[config.mk]
export PLATFORM = sky130hd
export DESIGN_NAME = klv_header_parser_unit_flat
export DESIGN_NICKNAME = d
export VERILOG_FILES = /design/src/hdl/klvhp_pkg.sv /design/src/hdl/klvhp_byte_if.sv /design/src/hdl/klvhp_hdr_if.sv /design/src/hdl/klv_header_parser_unit.sv /design/src/flat_wrapper.sv
export SDC_FILE = /design/constraint.sdc
export NUM_CORES = 1
export LEC_CHECK = 0
export BUFFER_PORTS_ARGS = -buffer_cell sky130_fd_sc_hd__buf_2
export CORE_MARGIN = 2
export CORE_UTILIZATION = 50
export CTS_BUF_LIST = sky130_fd_sc_hd__clkbuf_16
export CTS_CLUSTER_SIZE = 12
export DETAILED_ROUTE_END_ITERATION = 8
export PLACE_DENSITY_LB_ADDON = 0.05
export SETUP_SLACK_MARGIN = 0.3
export SLEW_MARGIN = 40
export SYNTH_ARGS = -nofsm -noshare
export SYNTH_HDL_FRONTEND = slang
export SYNTH_SLANG_ARGS = --single-unit
[constraint.sdc]
create_clock -name clk -period 53.1 [get_ports clk]
set_clock_uncertainty 0.1 [all_clocks]
set_input_delay 5.31 -clock clk [delete_from_list [all_inputs] [get_ports clk]]
set_output_delay 5.31 -clock clk [all_outputs]
set_load 0.01 [all_outputs]
[src/hdl/klvhp_pkg.sv]
// Package for the KLV header parser: phase codes, status codes and result type.
package klvhp_pkg;

  // Key byte counter, key register and result field sizes
  localparam int unsigned CNT_W   = 5;
  localparam int unsigned KEY_W   = 128;
  localparam int unsigned HALF_W  = 64;
  localparam int unsigned NBYTE_W = 7;

  // BER length octet fields
  localparam logic [7:0] BER_LONG_BIT   = 8'h80;
  localparam logic [6:0] BER_COUNT_MASK = 7'h7f;

  typedef enum logic [1:0] {
    PH_KEY   = 2'd0,
    PH_OCTET = 2'd1,
    PH_LEN   = 2'd2
  } phase_t;

  typedef enum logic [1:0] {
    ST_DONE  = 2'd0,
    ST_OVER  = 2'd1,
    ST_TRUNC = 2'd2
  } status_t;

  typedef struct packed {
    status_t              status;
    logic [HALF_W-1:0]    key_upper;
    logic [HALF_W-1:0]    key_lower;
    logic [HALF_W-1:0]    value_length;
    logic [NBYTE_W-1:0]   length_bytes;
  } result_t;

endpackage

[src/hdl/klvhp_byte_if.sv]
// Valid/ready channel carrying one stream byte and the end-of-stream mark.
interface klvhp_byte_if;
  logic       valid;
  logic       ready;
  logic [7:0] data_byte;
  logic       stream_end;

  modport source (output valid, output data_byte, output stream_end, input ready);
  modport sink   (input valid, input data_byte, input stream_end, output ready);
endinterface

[src/hdl/klvhp_hdr_if.sv]
// Valid/ready channel carrying one parsed KLV header result.
interface klvhp_hdr_if;
  logic                   valid;
  logic                   ready;
  klvhp_pkg::status_t     status;
  logic [63:0]            key_upper;
  logic [63:0]            key_lower;
  logic [63:0]            value_length;
  logic [6:0]             length_bytes;

  modport source (output valid, output status, output key_upper, output key_lower,
                  output value_length, output length_bytes, input ready);
  modport sink   (input valid, input status, input key_upper, input key_lower,
                  input value_length, input length_bytes, output ready);
endinterface

[src/hdl/klv_header_parser_unit.sv]
// KLV header parser: key collection, BER length decoding, two-entry result queue.
//
// Usage: feed the byte stream on "bytes", one transaction per byte. Set stream_end
// on a transaction to mark the end of the stream (data_byte is then ignored).
// Each header gives one transaction on "headers": the 128-bit key split in two
// halves, the decoded length, the long-form length byte count and a status
// (done, length count above MAX_LENGTH_BYTES, or truncated by stream end).
// Throughput: one byte per cycle while bytes.ready is high; the parser state and the
// result are produced by one short combinational step from the accepted byte.
// Output: the result of the byte (or stream end) that completes a header is registered
// in the result register, or in the skid register while the result register is full.
// Stalls: results go through a two-entry output queue (result register plus
// skid register). bytes.ready drops only while both entries are full, so bytes
// keep flowing while one result waits at the output.
// Reset (rst, synchronous): parser returns to key collection with cleared key
// and length, and the result queue is emptied.
module klv_header_parser_unit #(
  parameter int unsigned KEY_BYTES        = 16,
  parameter int unsigned MAX_LENGTH_BYTES = 8
) (
  input  logic                clk,
  input  logic                rst,
  klvhp_byte_if.sink          bytes,
  klvhp_hdr_if.source         headers
);

  localparam logic [klvhp_pkg::CNT_W-1:0] KEY_LAST = klvhp_pkg::CNT_W'(KEY_BYTES);
  localparam logic [6:0]                   MAX_CNT  = 7'(MAX_LENGTH_BYTES);

  // Parser state
  klvhp_pkg::phase_t               phase, phase_next;
  logic [klvhp_pkg::CNT_W-1:0]     byte_counter, byte_counter_next;
  logic [klvhp_pkg::KEY_W-1:0]     key_store, key_store_next;
  logic [63:0]                     length_accumulator, length_accumulator_next;
  logic [3:0]                      pending_length_bytes, pending_length_bytes_next;

  // Result of the current byte
  logic                            res_valid;
  klvhp_pkg::result_t              res;

  // Output queue
  logic                            out_valid, skid_valid;
  klvhp_pkg::result_t              out_data, skid_data;

  logic                            accept;
  logic                            pop;
  logic [klvhp_pkg::CNT_W-1:0]     key_count_inc;
  logic [3:0]                      len_count_inc;
  logic [3:0]                      pending_dec;
  logic [6:0]                      octet_count;
  logic [klvhp_pkg::KEY_W-1:0]     key_shifted;
  logic [63:0]                     acc_shifted;

  assign bytes.ready = !skid_valid;
  assign accept      = bytes.valid && bytes.ready;
  assign pop         = out_valid && headers.ready;

  assign key_count_inc = byte_counter + klvhp_pkg::CNT_W'(1);
  assign len_count_inc = byte_counter[3:0] + 4'd1;
  assign pending_dec   = pending_length_bytes - 4'd1;
  assign octet_count   = bytes.data_byte[6:0] & klvhp_pkg::BER_COUNT_MASK;
  assign key_shifted   = {key_store[klvhp_pkg::KEY_W-9:0], bytes.data_byte};
  assign acc_shifted   = {length_accumulator[55:0], bytes.data_byte};

  // Result for the incoming byte
  always_comb begin
    res_valid        = 1'b0;
    res.status       = klvhp_pkg::ST_DONE;
    res.key_upper    = key_store[127:64];
    res.key_lower    = key_store[63:0];
    res.value_length = '0;
    res.length_bytes = '0;

    if (bytes.stream_end) begin
      // End inside a header reports truncation; between headers nothing happens
      if (!(phase == klvhp_pkg::PH_KEY && byte_counter == '0)) begin
        res_valid  = 1'b1;
        res.status = klvhp_pkg::ST_TRUNC;
      end
    end else begin
      case (phase)
        klvhp_pkg::PH_OCTET: begin
          if ((bytes.data_byte & klvhp_pkg::BER_LONG_BIT) == 8'h00) begin
            res_valid        = 1'b1;
            res.value_length = {56'd0, bytes.data_byte};
          end else if (octet_count > MAX_CNT) begin
            res_valid        = 1'b1;
            res.status       = klvhp_pkg::ST_OVER;
            res.length_bytes = octet_count;
          end else if (octet_count == 7'd0) begin
            res_valid = 1'b1;
          end
        end
        klvhp_pkg::PH_LEN: begin
          if (pending_dec == 4'd0) begin
            res_valid        = 1'b1;
            res.value_length = acc_shifted;
            res.length_bytes = {3'd0, len_count_inc};
          end
        end
        default: begin
          // Key bytes never complete a header
        end
      endcase
    end
  end

  // Next parser state for the incoming byte
  always_comb begin
    phase_next                = phase;
    byte_counter_next         = byte_counter;
    key_store_next            = key_store;
    length_accumulator_next   = length_accumulator;
    pending_length_bytes_next = pending_length_bytes;

    if (!bytes.stream_end) begin
      case (phase)
        klvhp_pkg::PH_OCTET: begin
          // Long-form entry; octets that complete the header are cleared below
          pending_length_bytes_next = octet_count[3:0];
          byte_counter_next         = '0;
          length_accumulator_next   = '0;
          phase_next                = klvhp_pkg::PH_LEN;
        end
        klvhp_pkg::PH_LEN: begin
          length_accumulator_next   = acc_shifted;
          byte_counter_next         = {1'b0, len_count_inc};
          pending_length_bytes_next = pending_dec;
        end
        default: begin
          // Key collection; the unused phase code lands here too
          key_store_next = key_shifted;
          if (key_count_inc >= KEY_LAST) begin
            byte_counter_next = '0;
            phase_next        = klvhp_pkg::PH_OCTET;
          end else begin
            byte_counter_next = key_count_inc;
            phase_next        = klvhp_pkg::PH_KEY;
          end
        end
      endcase
    end

    // Every result ends the header
    if (res_valid) begin
      phase_next                = klvhp_pkg::PH_KEY;
      byte_counter_next         = '0;
      key_store_next            = '0;
      length_accumulator_next   = '0;
      pending_length_bytes_next = '0;
    end
  end

  // Parser state registers
  always_ff @(posedge clk) begin
    if (rst) begin
      phase                <= klvhp_pkg::PH_KEY;
      byte_counter         <= '0;
      key_store            <= '0;
      length_accumulator   <= '0;
      pending_length_bytes <= '0;
    end else if (accept) begin
      phase                <= phase_next;
      byte_counter         <= byte_counter_next;
      key_store            <= key_store_next;
      length_accumulator   <= length_accumulator_next;
      pending_length_bytes <= pending_length_bytes_next;
    end
  end

  // Output queue control: result register in front, skid register behind
  always_ff @(posedge clk) begin
    if (rst) begin
      out_valid  <= 1'b0;
      skid_valid <= 1'b0;
    end else begin
      if (pop) begin
        if (skid_valid) begin
          skid_valid <= accept && res_valid;
        end else begin
          out_valid <= accept && res_valid;
        end
      end else if (accept && res_valid) begin
        if (out_valid) begin
          skid_valid <= 1'b1;
        end else begin
          out_valid <= 1'b1;
        end
      end
    end
  end

  // Output queue payload
  always_ff @(posedge clk) begin
    if (pop) begin
      if (skid_valid) begin
        out_data <= skid_data;
        if (accept && res_valid) begin
          skid_data <= res;
        end
      end else if (accept && res_valid) begin
        out_data <= res;
      end
    end else if (accept && res_valid) begin
      if (out_valid) begin
        skid_data <= res;
      end else begin
        out_data <= res;
      end
    end
  end

  assign headers.valid        = out_valid;
  assign headers.status       = out_data.status;
  assign headers.key_upper    = out_data.key_upper;
  assign headers.key_lower    = out_data.key_lower;
  assign headers.value_length = out_data.value_length;
  assign headers.length_bytes = out_data.length_bytes;

`ifndef SYNTHESIS
  // Skid entry never holds a result without the front entry
  a_skid_order: assert property (@(posedge clk) disable iff (rst)
    skid_valid |-> out_valid)
    else $error("skid entry valid with empty result register");

  // Length phase always has bytes outstanding
  a_pending: assert property (@(posedge clk) disable iff (rst)
    phase == klvhp_pkg::PH_LEN |-> pending_length_bytes != 4'd0)
    else $error("length phase with no pending bytes");

  // Key counter stays below the key size
  a_key_count: assert property (@(posedge clk) disable iff (rst)
    phase == klvhp_pkg::PH_KEY |-> byte_counter < KEY_LAST)
    else $error("key byte counter out of range");

  // A short-form octet completes the header and clears the key
  a_short_form: assert property (@(posedge clk) disable iff (rst)
    accept && !bytes.stream_end && phase == klvhp_pkg::PH_OCTET &&
    !bytes.data_byte[7] |=> phase == klvhp_pkg::PH_KEY && key_store == '0 && out_valid)
    else $error("short-form octet did not complete the header");
`endif

endmodule

[src/flat_wrapper.sv]
// flat-port wrapper written by rule: the top's interface ports become plain ports
module klv_header_parser_unit_flat 
#(
  parameter int unsigned KEY_BYTES        = 16,
  parameter int unsigned MAX_LENGTH_BYTES = 8
)
  (clk, rst, bytes_valid, bytes_data_byte, bytes_stream_end, bytes_ready, headers_valid, headers_status, headers_key_upper, headers_key_lower, headers_value_length, headers_length_bytes, headers_ready);
  klvhp_byte_if bytes_i ();
  klvhp_hdr_if headers_i ();
  input  logic clk;
  input  logic rst;
  input wire logic [$bits(bytes_i.valid)-1:0] bytes_valid;
  input wire logic [$bits(bytes_i.data_byte)-1:0] bytes_data_byte;
  input wire logic [$bits(bytes_i.stream_end)-1:0] bytes_stream_end;
  output wire logic [$bits(bytes_i.ready)-1:0] bytes_ready;
  output wire logic [$bits(headers_i.valid)-1:0] headers_valid;
  output wire logic [$bits(headers_i.status)-1:0] headers_status;
  output wire logic [$bits(headers_i.key_upper)-1:0] headers_key_upper;
  output wire logic [$bits(headers_i.key_lower)-1:0] headers_key_lower;
  output wire logic [$bits(headers_i.value_length)-1:0] headers_value_length;
  output wire logic [$bits(headers_i.length_bytes)-1:0] headers_length_bytes;
  input wire logic [$bits(headers_i.ready)-1:0] headers_ready;
  assign bytes_i.valid = bytes_valid;
  assign bytes_i.data_byte = bytes_data_byte;
  assign bytes_i.stream_end = bytes_stream_end;
  assign bytes_ready = bytes_i.ready;
  assign headers_valid = headers_i.valid;
  assign headers_status = headers_i.status;
  assign headers_key_upper = headers_i.key_upper;
  assign headers_key_lower = headers_i.key_lower;
  assign headers_value_length = headers_i.value_length;
  assign headers_length_bytes = headers_i.length_bytes;
  assign headers_i.ready = headers_ready;
  klv_header_parser_unit #(.KEY_BYTES(KEY_BYTES), .MAX_LENGTH_BYTES(MAX_LENGTH_BYTES)) u_core (.clk(clk), .rst(rst), .bytes(bytes_i), .headers(headers_i));
endmodule
==> flow_summary.toml, run 1 <==
[run_status]
outcome = "finished clean"

[synth]
ys_seq_area_frac = 0.743
syn-num-nets = 1545
synthDistinctLibCells = 47
synth_top_area_share = 0.560
synth_top_family_by_area = "simple AND/OR/NAND/NOR gates"
synth_flop_cell = "edfxtp_1"
netlist_instances = 1525
synth_xor_area_frac = 0.00203
yosysMostFrequentCell = "nand2_1"
synth.top_cells.by_area = "edfxtp_1 (56%), dfxtp_1 (18%), a22o_1 (7.5%)"
synth_simple_gate_area_frac = 0.105
syn_area_sq_mm = 0.0216
synth-compound-area-share = 0.0880
async_reset_ff_frac = 0
synth_edf_count = 402
synthTopCellsByCount = "nand2_1 (405), edfxtp_1 (402), dfxtp_1 (197), a22o_1 (184), mux2_2 (70)"
yosysTopAreaCell = "edfxtp_1"
synth_warnings = 0
synth.avg_cell_area_sq_um = 14.1
synth_fa_ha_area_frac = 0.00406
synth-seq-cells = 599
synth_mux_area_frac = 0.0366

[global_routing]
grt_pass1_vias = 11793
antenna_found_initial = 0
grt_usage = 0.200
grt_pass1_wl_microns = 69100
overflow = 0
grt_max_degree = 102

[finish]
nNetsFinal = 1749
n_fill_cell = 3412
final_layout_size_suffix_gt1_frac = 0.215
fin_area_sq_mm = 0.0249
diodes = 0
syn2layout_area_growth_pct = 15.4

[floorplanning]
start_util = 0.504
rows = 76
die_width_microns = 212
io_pins = 216
core_sq_mm = 0.0428
die_y_microns = 212
die-area_sq_mm = 0.0448

[worst_setup_path]
cpMaxStageDelayCell = "nor2b_4"
path_cells = "buf_2, or4b_1, o311a_4, o41ai_2, nor2b_4, buf_6, a22o_1"
cp_num_buf_inv = 2
required_ns = 53.54
worstSetupPathType = "in2reg"
cp_data_arrival_time_ns = 8.55
critPathMaxFanout = 97
start_kind = "primary input"
crit_family = "simple AND/OR/NAND/NOR gates"
end_kind = "register"
critical-path-max-stage-delay_ns = 0.66

[power_and_ir_drop]
comb_power_share = 0.024
p_seq_frac = 0.562
leakage_uw = 0.0101
p_switching_uw = 184
power_frac_clock = 0.414
power.density_mw_per_mm2 = 35.8
switching_share = 0.207
power.internal_uw = 705
peakVddDrop_v = 0.0000217

[routing]
drt_iter0_markers = 839
viasPerCell = 5.37
dr.pass1.iters = 4
drt-wirelength-per-cell_microns = 19.4
wirelength_microns = 45100
post-route-drc-count = 0
vias = 12470
ant_nets = 0

[timing]
worstMarginPinSlew_ns = 0.833
setup_violations = 0
post-route-min-period_ns = 8.11
max_slew_margin = 0.445
hold_violations = 0
fin_tns_setup_ns = 0
max_freq_mhz = 123
rsz0062_at_grt = "false"
drv_slew = 0
fin_crit_sh = 0.153

[place]
place_hpwl_microns = 27300
place_area_sq_mm = 0.0232
io_buffers = 215
place.gp.congestion = 0.837

[clock_tree]
clkLatencyLatePin_ns = 0.60
clk_pin_slew_ns = 0.06
cts-hold-fix-buffers = 0
cts-resized-gates = 0
clk_path_buf_depth = 3
cts_setup_buffers = 0
htree_num_levels = 2
clock_sinks = 599
cts_tree = "done"
cts_root_buf = "clkbuf_16"
numCtsBuffers = 59

[flow_run]
max_cap_viol_count = 0

[hold_path]
hold_path_class = "reg2reg"
## per-layer routing
metal,vias up,share of wire,global-route usage
met5,-,0,0
met4,0,0.021,0.0556
met3,68,0.055,0.0420
met2,287,0.46,0.307
met1,6145,0.46,0.288
li1,5970,-,-
## cell families (layout without fill, tap and decap cells)
group,Yosys count,in the layout
AOI/OAI and AO/OA,222,222
xor gates and xnor gates,5,5
adders and majority gates,7,7
buffers and inverters,98,351
DFF,599,599
muxes,70,70
and+or+nand+nor,524,524
## worst register-to-register path, stage by stage (launching register included)
cell and delay (ns):
dfxtp_1 0.37, inv_1 0.08, ha_1 0.50, nand4b_1 0.21, nor4_4 0.45, buf_6 0.22
or3_4 0.17, a21oi_1 0.11, nor2_4 0.12, buf_6 0.61, buf_4 0.80
## flip-flops by register name (all words and copies together) (netlist names)
name / cells
u_core.byte_counter: 5
u_core.headers.key_lower: 64
u_core.headers.key_upper: 64
u_core.headers.length_bytes: 7
u_core.headers.status: 2
u_core.headers.valid: 1
u_core.headers.value_length: 64
u_core.key_store: 128
u_core.length_accumulator: 56
u_core.pending_length_bytes: 4
u_core.phase: 2
u_core.skid_data: 201
u_core.skid_valid: 1
## power groups by stage
stage / combinational [uW] / sequential [uW] / clock (uW)
2_1_floorplan: 11.7 / 513 / 0
3_3_place_gp: 20.5 / 510 / 0
3_5_place_dp: 21.1 / 510 / 0
4_1_cts: 21.2 / 500 / 378
5_1_grt: 23.0 / 500 / 396
6_report: 21.0 / 500 / 368
## path summary, 6_finish.rpt
kind | startpoint | endpoint | slack [ns] | cells after the start
min | u_core.length_accumulator[54] | u_core.length_accumulator[54] | 0.37 | 1
max | bytes_data_byte[6] | u_core.key_store[124] | 44.99 | 7
max reg2reg | u_core.phase[1] | u_core.headers.value_length[3] | 48.96 | 10
min reg2reg | u_core.length_accumulator[54] | u_core.length_accumulator[54] | 0.37 | 1
## area by class of cell
class                      instances  area, sq um  share of cell area
clock buffer                      60         1500              0.0603
clock inverter                    50          196             0.00789
inverter                           9         33.8             0.00136
multi-input combinational        828         5160               0.208
sequential                       599        16000               0.644
tap                              546          683              0.0275
timing repair buffer             232         1290              0.0517
## cell usage in the layout (no fill, tap or decap), types with 6 or more instances in the layout
cell type	count
mux2_2	70
clkinv_1	11
ha_1	7
a21oi_1	9
clkbuf_16	60
inv_1	44
buf_2	215
nand2_1	405
nor2_1	15
a22o_1	184
dfxtp_1	197
buf_6	8
edfxtp_1	402
buf_4	6
and2_1	66
## per-stage QoR
step / utilization / std cells / hold slack [ns] / setup WS (ns) / total power [uW]
finish: 0.581 / 2324 / 0.371 / 44.99 / 890
global route: 0.581 / 2324 / 0.382 / 44.80 / 920
CTS: 0.581 / 2324 / 0.371 / 45.01 / 899
detailed placement: 0.542 / 2214 / 0.355 / 44.36 / 531
global placement: 0.539 / 2210 / 0.352 / 44.01 / 531
floorplan: - / 1525 / 0.331 / 24.82 / 525
(Power assumes the default switching activity.)
==> run 2: changes to the inputs <==
- clock period: 53.1 -> 8.15 ns (I/O delays scaled with it)
==> flow_summary.toml, run 2 (synthesis results as in run 1) <==
[finish]
syn2layout_area_growth_pct = 15.6
multi_input_area_sq_mm = 0.00517
fin_cells = 2326
utilization = 0.582
final_layout_size_suffix_gt1_frac = 0.217
final_cell_mix = "nand2_1 (405), edfxtp_1 (402), buf_2 (215)"
top_regs = "u_core.skid_data x201, u_core.key_store x128"
largest_register_ffs = 201
n_fill_cell = 3457
nNetsFinal = 1749
layout_commonest_cell = "nand2_1"
diodes = 0
final-seq-area_sq_mm = 0.0160
regMostFlops = "u_core.skid_data"

[power_and_ir_drop]
p_seq_frac = 0.561
p_switching_uw = 1200
switching_share = 0.207
power_frac_clock = 0.414
finalPower_uw = 5800
comb_power_share = 0.024
peakVddDrop_v = 0.000139
power.internal_uw = 4600
power.density_mw_per_mm2 = 233
leakage_uw = 0.0101

[worst_setup_path]
required_ns = 8.28
cp-startpoint = "u_core.phase[1]"
end_kind = "register"
rr_startpoint = "u_core.phase[1]"
cp_data_arrival_time_ns = 4.13
worstSetupPathType = "reg2reg"
critPathMaxFanout = 63
start_kind = "register"

[timing]
fin_crit_sh = 0.491
post-route-min-period_ns = 4.00
worstMarginPinSlew_ns = 0.803
rsz0062_at_grt = "false"
max_freq_mhz = 250
hold_violations = 0
fin_tns_setup_ns = 0
setup_violations = 0
max_slew_margin = 0.465
drv_slew = 0

[floorplanning]
rows = 76
core_sq_mm = 0.0428
start_util = 0.504
die-area_sq_mm = 0.0448
io_pins = 216
die_width_microns = 212
die_y_microns = 212

[clock_tree]
cts-resized-gates = 0
cts_setup_buffers = 0
clk_pin_slew_ns = 0.06
clock_sinks = 599
numCtsBuffers = 59
clk_path_buf_depth = 3
cts_root_buf = "clkbuf_16"
htree_num_levels = 2
clkLatencyLatePin_ns = 0.61
cts-hold-fix-buffers = 0
cts_tree = "done"

[global_routing]
grt_usage = 0.197
grt_max_degree = 95
grt_util_met2 = 0.309
use_met3 = 0.0322
met1_usage = 0.278
antenna_found_initial = 0
grt_pass1_wl_microns = 68600
overflow = 0
grt-busiest-layer = "met2"
grt_pass1_vias = 11968

[place]
io_buffers = 215
place.gp.congestion = 0.801
place_inst = 2214
place_hpwl_microns = 26700

[routing]
drt-wirelength-per-cell_microns = 19.2
wirelength_microns = 44500
vias = 12471
post-route-drc-count = 0
drt_iter0_markers = 893
viasPerCell = 5.36
dr.pass1.iters = 7
ant_nets = 0

[run_status]
outcome = "finished clean"

[flow_run]
max_cap_viol_count = 0

[hold_path]
hold_path_class = "reg2reg"
hp-start = "u_core.key_store[125]"
## run 2: per-stage QoR
| stage | area (sq um) | hold slack (ns) | setup slack (ns) |
|---|---|---|---|
| 3_3_place_gp | 23100 | 0.359 | 3.56 |
| 2_1_floorplan | 21600 | 0.331 | -0.575 |
| 3_5_place_dp | 23200 | 0.356 | 3.92 |
| 4_1_cts | 24900 | 0.367 | 4.07 |
| 6_report | 24900 | 0.371 | 4.15 |
| 5_1_grt | 24900 | 0.386 | 3.83 |
## run 2: final timing paths
path                                                endpoint  slack [ns]  depth (start not counted)
worst max-delay path            u_core.headers.key_upper[45]        4.15                          9
worst min register to register         u_core.skid_data[196]        0.37                          0
worst max register to register  u_core.headers.key_upper[45]        4.15                          9
worst min-delay path                   u_core.skid_data[196]        0.37                          0
## run 2: worst max-delay path, cell delays in order, from the launching register on
cell,delay (ns)
dfxtp_1,0.37
inv_1,0.08
ha_1,0.46
nor2b_1,0.26
o311a_4,0.30
or3_4,0.18
a21oi_1,0.10
nor2_4,0.42
buf_4,0.59
buf_4,0.73
## run 2: power groups by stage
stage / registers (uW) / clock network [uW] / logic [uW]
6_report: 3260 / 2400 / 140
2_1_floorplan: 3340 / 0 / 78.5
5_1_grt: 3260 / 2590 / 153
3_3_place_gp: 3320 / 0 / 135
4_1_cts: 3260 / 2470 / 142
3_5_place_dp: 3320 / 0 / 141
## run 2: layer usage
metal,vias up,routed length (microns)
met2,290,20800
met1,6132,20400
met4,0,1390
met3,80,1970
li1,5969,-
met5,-,0
## run 2: final cells by class
class | count | area share
Clock buffer | 60 | 0.0602
Clock inverter | 52 | 0.00874
Inverter | 9 | 0.00136
Multi-Input combinational cell | 828 | 0.208
Sequential cell | 599 | 0.643
Tap cell | 546 | 0.0274
Timing Repair Buffer | 232 | 0.0520
==> run 3: changes to the inputs <==
- clock period: 8.15 -> 3.9 ns (I/O delays scaled with it)
==> flow_summary.toml, run 3 (synthesis results as in run 1) <==
[power_and_ir_drop]
peakVddDrop_v = 0.000335
power.density_mw_per_mm2 = 484
leakage_uw = 0.0102

[global_routing]
overflow = 0
grt_pass1_wl_microns = 69100
grt_usage = 0.199
grt_max_degree = 152
antenna_found_initial = 0
grt_pass1_vias = 11964

[floorplanning]
die_width_microns = 212
rows = 76
core_sq_mm = 0.0428
die_y_microns = 212
start_util = 0.504
die-area_sq_mm = 0.0448
io_pins = 216

[timing]
post-route-min-period_ns = 3.37
worstMarginPinSlew_ns = 0.768
drv_slew = 0
max_slew_margin = 0.488
fin_crit_sh = 0.864
setup_violations = 0
hold_violations = 0
max_freq_mhz = 297
rsz0062_at_grt = "false"
setup_slack_ns = 0.531

[worst_setup_path]
cp_num_buf_inv = 3
worstSetupPathType = "reg2reg"
reg2regPathDepth = 9
critPathMaxFanout = 102
rr_startpoint = "u_core.phase[0]"
r2r_slack_ns = 0.53
start_kind = "register"
reg2reg_to = "u_core.headers.value_length[33]"
critical-path-max-stage-delay_ns = 0.55
cpMaxStageDelayCell = "nor4_4"
cp-startpoint = "u_core.phase[0]"
required_ns = 4.03
cp_data_arrival_time_ns = 3.50
path_cells = "inv_1, ha_2, nand4b_1, nor4_4, or3_4, a21oi_1, nor2_4, buf_12, buf_16"
end_kind = "register"
crit_family = "simple AND/OR/NAND/NOR gates"

[finish]
largest_register_ffs = 201
regMostFlops = "u_core.skid_data"
final_layout_size_suffix_gt1_frac = 0.226
fin_cells = 2345
final_cell_mix = "nand2_1 (405), edfxtp_1 (402), buf_2 (215)"
diodes = 0
n_fill_cell = 3433
top_regs = "u_core.skid_data x201, u_core.key_store x128"
nNetsFinal = 1770
layout_commonest_cell = "nand2_1"
syn2layout_area_growth_pct = 16.7

[run_status]
outcome = "finished clean"

[clock_tree]
cts_root_buf = "clkbuf_16"
clk_pin_slew_ns = 0.06
numCtsBuffers = 60
htree_num_levels = 2
cts_tree = "done"
clkLatencyLatePin_ns = 0.60
clk_path_buf_depth = 3
cts-resized-gates = 0
clock_sinks = 599

[routing]
wl_met3_microns = 2340
wirelength_microns = 44600
drt-wirelength-per-cell_microns = 19.0
vias = 12437
dr.pass1.iters = 6
post-route-drc-count = 0
viasPerCell = 5.30
wl_met2_microns = 20600
wl_met1_microns = 20700
drt_iter0_markers = 790
ant_nets = 0
top_layer = "met4"

[hold_path]
hold_path_class = "in2reg"
hp-start = "headers_ready"
whs_path_depth = 2
holdPathEnd = "u_core.skid_valid"

[place]
place.gp.congestion = 0.816
dp_slack_ns = 0.587
place_hpwl_microns = 27300
io_buffers = 215
place_inst = 2226

[flow_run]
max_cap_viol_count = 0
## run 3: cell count changes in the layout (fill, tap and decap cells not counted), sizes merged
cell / change
buf: +15
clkinvlp: +2
dlygate4sd3: +5
clkbuf: +1
inv: -4
## run 3: worst register-to-register path: cells and delay by family, from the launching register on
family | cells | cell delay, ns
AOI/OAI and AO/OA | 1 | 0.11
adders and majority gates | 1 | 0.36
DFF | 1 | 0.33
buffers and inverters | 3 | 0.79
and+or+nand+nor | 4 | 1.17
## run 3: area by class of cell
type | instances | area, sq um | area share
clock buffers | 61 | 1530 | 0.0607
clock inverters | 50 | 200 | 0.00795
repair buffers | 252 | 1520 | 0.0605
well taps | 546 | 683 | 0.0271
flip-flops and latches | 599 | 16000 | 0.636
multi-input cells | 828 | 5180 | 0.206
inverters | 9 | 33.8 | 0.00134
## run 3: worst max-delay path by stage
stage | to | cells past startpoint
detailed placement | u_core.key_store[16] | 7
global placement | u_core.key_store[24] | 7
CTS | u_core.headers.key_upper[52] | 8
global route | u_core.headers.value_length[47] | 9
floorplan | u_core.skid_data[0] | 6
finish | u_core.headers.value_length[33] | 9
## run 3: what timing repair did
item                      in CTS  in global routing
setup buffers                  0                  0
hold endpoints to repair       9                  0
hold buffers                   5                  0
## run 3: metrics by stage
| stage | hold WS (ns) | TNS [ns] | total power [uW] | cell area [sq um] | utilization |
|---|---|---|---|---|---|
| 2_1_floorplan | 0.331 | -1173.17 | 7130 | 21600 | - |
| 3_3_place_gp | 0.353 | 0 | 7240 | 23300 | 0.545 |
| 3_5_place_dp | 0.352 | 0 | 7240 | 23300 | 0.545 |
| 4_1_cts | 0.00191 | 0 | 12300 | 25100 | 0.586 |
| 5_1_grt | 0.0159 | 0 | 12600 | 25200 | 0.588 |
| 6_report | 0.0527 | 0 | 12200 | 25200 | 0.588 |
## run 3: power by group
part	internal [uW]	switching [uW]	leakage, uW
Sequential	6780	29.5	0.00558
Clock	2800	2260	0.000971
Combinational	91.0	213	0.00368
Total	9670	2510	0.0102
## run 3: layer usage
| layer | GRT usage | up-vias |
|---|---|---|
| met5 | 0 | - |
| met4 | 0.0580 | 0 |
| met3 | 0.0430 | 68 |
| met2 | 0.307 | 297 |
| met1 | 0.286 | 6066 |
| li1 | - | 6006 |
